[src/design/brfr_win.sv]
`default_nettype none

module brfr_win
#(
    parameter int ADDR_BITS = 10
)
(
    input  wire logic [ADDR_BITS:0]   wptr,
    input  wire logic [ADDR_BITS:0]   rptr,
    output logic      [ADDR_BITS-1:0] rd_off,
    output logic      [ADDR_BITS:0]   rd_len,
    output logic      [ADDR_BITS-1:0] wr_off,
    output logic      [ADDR_BITS:0]   wr_len,
    output logic      [ADDR_BITS:0]   fill,
    output logic                      empty,
    output logic                      full
);
    localparam int PW = ADDR_BITS + 1;
    localparam logic [PW-1:0] Cap = PW'(1 << ADDR_BITS);

    logic [PW-1:0] room;
    logic [PW-1:0] rd_span;
    logic [PW-1:0] wr_span;

    // Free-running pointers: the extra top bit tells full from empty.
    assign fill    = wptr - rptr;
    assign room    = Cap - fill;
    assign rd_off  = rptr[ADDR_BITS-1:0];
    assign wr_off  = wptr[ADDR_BITS-1:0];
    // Bytes left before the wrap point of the array.
    assign rd_span = Cap - PW'(rd_off);
    assign wr_span = Cap - PW'(wr_off);
    assign rd_len  = (fill < rd_span) ? fill : rd_span;
    assign wr_len  = (room < wr_span) ? room : wr_span;
    assign empty   = (fill == '0);
    assign full    = (fill == Cap);
endmodule

`default_nettype wire

[config.mk]
export PLATFORM = sky130hd
export DESIGN_NAME = brfr_win
export DESIGN_NICKNAME = d
export VERILOG_FILES = /design/src/design/brfr_win.sv
export SDC_FILE = /design/constraint.sdc
export NUM_CORES = 1
export LEC_CHECK = 0
export BUFFER_PORTS_ARGS = -buffer_cell sky130_fd_sc_hd__buf_2
export CAP_MARGIN = 20
export CORE_ASPECT_RATIO = 0.5
export CORE_MARGIN = 5
export CORE_UTILIZATION = 49
export DETAILED_ROUTE_END_ITERATION = 16
export PLACE_DENSITY_LB_ADDON = 0.25
export REMOVE_ABC_BUFFERS = 1
export SYNTH_ARGS = -nofsm -noshare
export SYNTH_HDL_FRONTEND = slang
export SYNTH_SLANG_ARGS = --single-unit
[constraint.sdc]
create_clock -name vclk -period 7.55
set_input_delay 0.3775 -clock vclk [all_inputs]
set_output_delay 0.3775 -clock vclk [all_outputs]
set_load 0.02 [all_outputs]
Word level (Yosys, flattened, before mapping)
Cells that the tools add are included.
{"block": "totals", "ff_bits": 0, "input_bits": 22, "word_cells": 10}
{"block": "classes", "addsub": 4, "order_cmp": 2, "n_eq_ne": 1, "muxes": 2, "n_reduce_logical": 1}
{"operator": "$lt 11x11->1", "count": 2}
{"operator": "$mux 11", "count": 2}
{"operator": "$sub 11x10->11 const A", "count": 2}
{"operator": "$eq 11x11->1 const B", "count": 1}
{"operator": "$logic_not 11->1", "count": 1}
{"operator": "$sub 11x11->11", "count": 1}
{"operator": "$sub 11x11->11 const A", "count": 1}

Depth between registers and ports, before layout
{"block": "logic_depth", "depth_word": 4, "depth_mapped": 19, "depth_no_buf": 18}

Worst setup path before layout
Ideal clock, no wire load.
{"block": "synth_timing", "path_kind": "input port to output port", "startpoint": "in wptr[0]", "endpoint": "out wr_len[0]", "arrival_time_ps": 4412, "required_ps": 7173, "slack_ps": 2760, "path_stages": 18, "n_path_buf": 1, "cell_sequence": "inv_1 -> ha_1 -> fa_1 -> nand2b_1 -> a21oi_2 -> xnor2_2 -> inv_1 -> or3_4 -> or4_4 -> xor2_1 -> ha_1 -> o211ai_1 -> a31oi_1 -> a211o_1 -> a31oi_1 -> clkbuf_1 -> nor2_1 -> a21oi_1"}
{"block": "synth_between", "elab_chain_len": 4}
{"element": "start, declared", "line": "8", "source": "input wire logic [ADDR_BITS:0] wptr,"}
{"element": "$sub 11x11->11", "line": "26", "source": "assign fill = wptr - rptr;"}
{"element": "via fill[4]", "line": "14", "source": "output logic [ADDR_BITS:0] fill,"}
{"element": "$sub 11x11->11", "line": "27", "source": "assign room = Cap - fill;"}
{"element": "$lt 11x11->1", "line": "34", "source": "assign wr_len = (room < wr_span) ? room : wr_span;"}
{"element": "$mux 11", "line": "34"}
{"element": "end, declared", "line": "13", "source": "output logic [ADDR_BITS:0] wr_len,"}
The timed path passes the listed nets, and every way through them passes these cells.

Worst setup path in the final report
{"block": "layout_timing", "startpoint": "in wptr[0]", "endpoint": "out wr_len[6]"}
{"block": "layout_between", "elab_chain_len": 4}
{"element": "$sub 11x11->11", "line": "26"}
{"element": "$sub 11x11->11", "line": "27"}
{"element": "$lt 11x11->1", "line": "34"}
{"element": "$mux 11 (*)", "line": "34"}
Every way passes the cells marked *; elsewhere a longest branch is shown, timed or not.

==> impl_metrics.json <==
{
  "slew_headroom_pct": 40.0,
  "finalHoldViolCount": 0,
  "crit_path_cell_trace": "buf_2, inv_1, ha_1, fa_1, nand2b_1, a21oi_2, xnor2_2, inv_1, or3_4, or4_4, xor2_1, ha_1, o211ai_1, a31oi_1, a211o_1, a31oi_1, buf_4, nor2_1, a21o_1, buf_2",
  "gp_congestion": 0.883,
  "finalInstanceArea_um2": 2180,
  "vdd_drop_max_mv": 0.102,
  "hold_depth": 2,
  "drtIter0Drc": 75,
  "crit_arrival_ns": 4.82,
  "core-area_um2": 3570,
  "vias": 1989,
  "worstPathMaxFanout": 18,
  "setup_viol": 0,
  "crit_path_end_kind": "primary output",
  "syn-instance-count": 257,
  "cpLargestDelayFamily": "compound AO/OA/AOI/OAI gates",
  "area_growth_pct": 15.9,
  "wl_um": 5180,
  "start_util_pct": 52.8,
  "p_leak_nw": 1.21,
  "clock_buffers": 0,
  "fill_cells": 363,
  "min_path_type": "in -> out",
  "clkPwrFrac_pct": 0,
  "start_kind": "input port",
  "worst-path-stages": 20,
  "finalPower_uw": 355,
  "slew_viol_final": 0,
  "switching_share_pct": 62.3,
  "outcome": "complete, no violations",
  "synth.area.top_cells": "ha_1, buf_4, xnor2_1, inv_1, xor2_1",
  "cp_num_buf_inv": 5,
  "grt_pass1_wl_um": 8410,
  "antenna_found_initial": 0,
  "vias_per_cell": 5.48,
  "yosys-top-cells-count": "ha_1, inv_1, buf_4, nor2_1",
  "dpl.hpwl_um": 4600,
  "synth_area_um2": 1880,
  "placed_cells": 363,
  "postCtsHoldBufs": 0,
  "fin_ws_ns": 2.36,
  "design.seq.count": 0,
  "pre_cts_slack_ns": 2.40,
  "p_seq_share_pct": 0,
  "grt_use_total_pct": 19.1,
  "drc": 0,
  "ios": 77,
  "cp.required_ns": 7.17,
  "utilization_pct": 61.2,
  "cts_setup_buffers": 0,
  "yosys.area.top_type": "ha_1",
  "n_antenna_cell": 0,
  "grt_start_max_net_pins": 19,
  "grt_pass1_vias": 1849,
  "grt.overflow.total": 0,
  "layout_min_cycle_time_ns": 5.19,
  "critPathKind": "in -> out",
  "switching_power_uw": 221,
  "multi_input_area_um2": 1620,
  "ant_nets": 0,
  "yosys_warnings": 0,
  "power_density_nw_per_um2": 163,
  "fmax_mhz": 193,
  "drive_gt1_share_pct": 29.2,
  "rows": 15,
  "cpMaxStageDelayCell": "or4_4",
  "synth.most_common_cell": "ha_1",
  "synth_cell_type_count": 48,
  "regArea_um2": 0,
  "maxCapViolations": 0,
  "fin_crit_sh_pct": 68.8,
  "io_buffers": 77,
  "syn_area_per_cell_um2": 7.33,
  "placed_area_um2": 2180,
  "whs_ns": 1.01,
  "yosysTopAreaCellShare_pct": 22.6,
  "tightest_slew_ns": 0.893,
  "rsz0062_at_grt": "no",
  "p_comb_share_pct": 100.0,
  "die_h_um": 53.8,
  "die_w_um": 97.7,
  "fin_cells": 363,
  "layout.nets": 371,
  "seq_area_frac_synth_pct": 0,
  "first_pass_iters": 4,
  "ctsResizeCount": 0,
  "internal-power_uw": 134,
  "setup_tns_ns": 0,
  "slowest_delay_ns": 0.46,
  "wire_per_inst_um": 14.3,
  "die_area_um2": 5260
}
==> final timing paths <==
| kind | from | endpoint | slack (ns) |
|---|---|---|---|
| max | wptr[0] | wr_len[6] | 2.36 |
| min | rptr[4] | rd_off[4] | 1.01 |
==> cell families (layout without fill, tap and decap cells) <==
kind of cell / Yosys count / count (layout) / synth area share (%)
simple gates: 73 / 73 / 20.3
compound gates: 57 / 57 / 20.7
buf+inv: 51 / 106 / 14.2
fa+ha+maj: 35 / 35 / 23.7
xor+xnor: 30 / 30 / 15.1
mux: 11 / 11 / 5.98
==> cell type report <==
type / instances / share of cell area [%]
inverter: 27 / 4.64
multi-input combinational: 206 / 74.1
tap: 51 / 2.92
timing repair buffer: 79 / 18.3
==> metal layers <==
metal  GRT usage, %  wire, um
met3           1.16       362
met5              0         0
met2           35.1      2280
met1           26.7      2540
met4              0         0
==> power by group through the flow <==
stage               Sequential (mW)  Combinational (mW)  Clock (mW)
floorplan                         0               0.241           0
global placement                  0               0.348           0
detailed placement                0               0.354           0
CTS                               0               0.356           0
global route                      0               0.390           0
finish                            0               0.355           0
==> cells in the final DEF, fill, tap and decap left out, types with 3 or more instances in the layout <==
cell type	count
nand2b_1	4
or3_1	3
nand2_1	16
a211o_1	3
nand4_1	3
inv_1	26
a21oi_1	9
and3_1	3
nor3_1	8
a21o_1	12
nor2_1	17
mux2i_1	9
ha_1	34
xor2_1	11
o21ai_0	10
xnor2_1	16
buf_2	77
a31oi_1	6
nand3_1	4
nor2b_1	4
(Power assumes the default switching activity.)
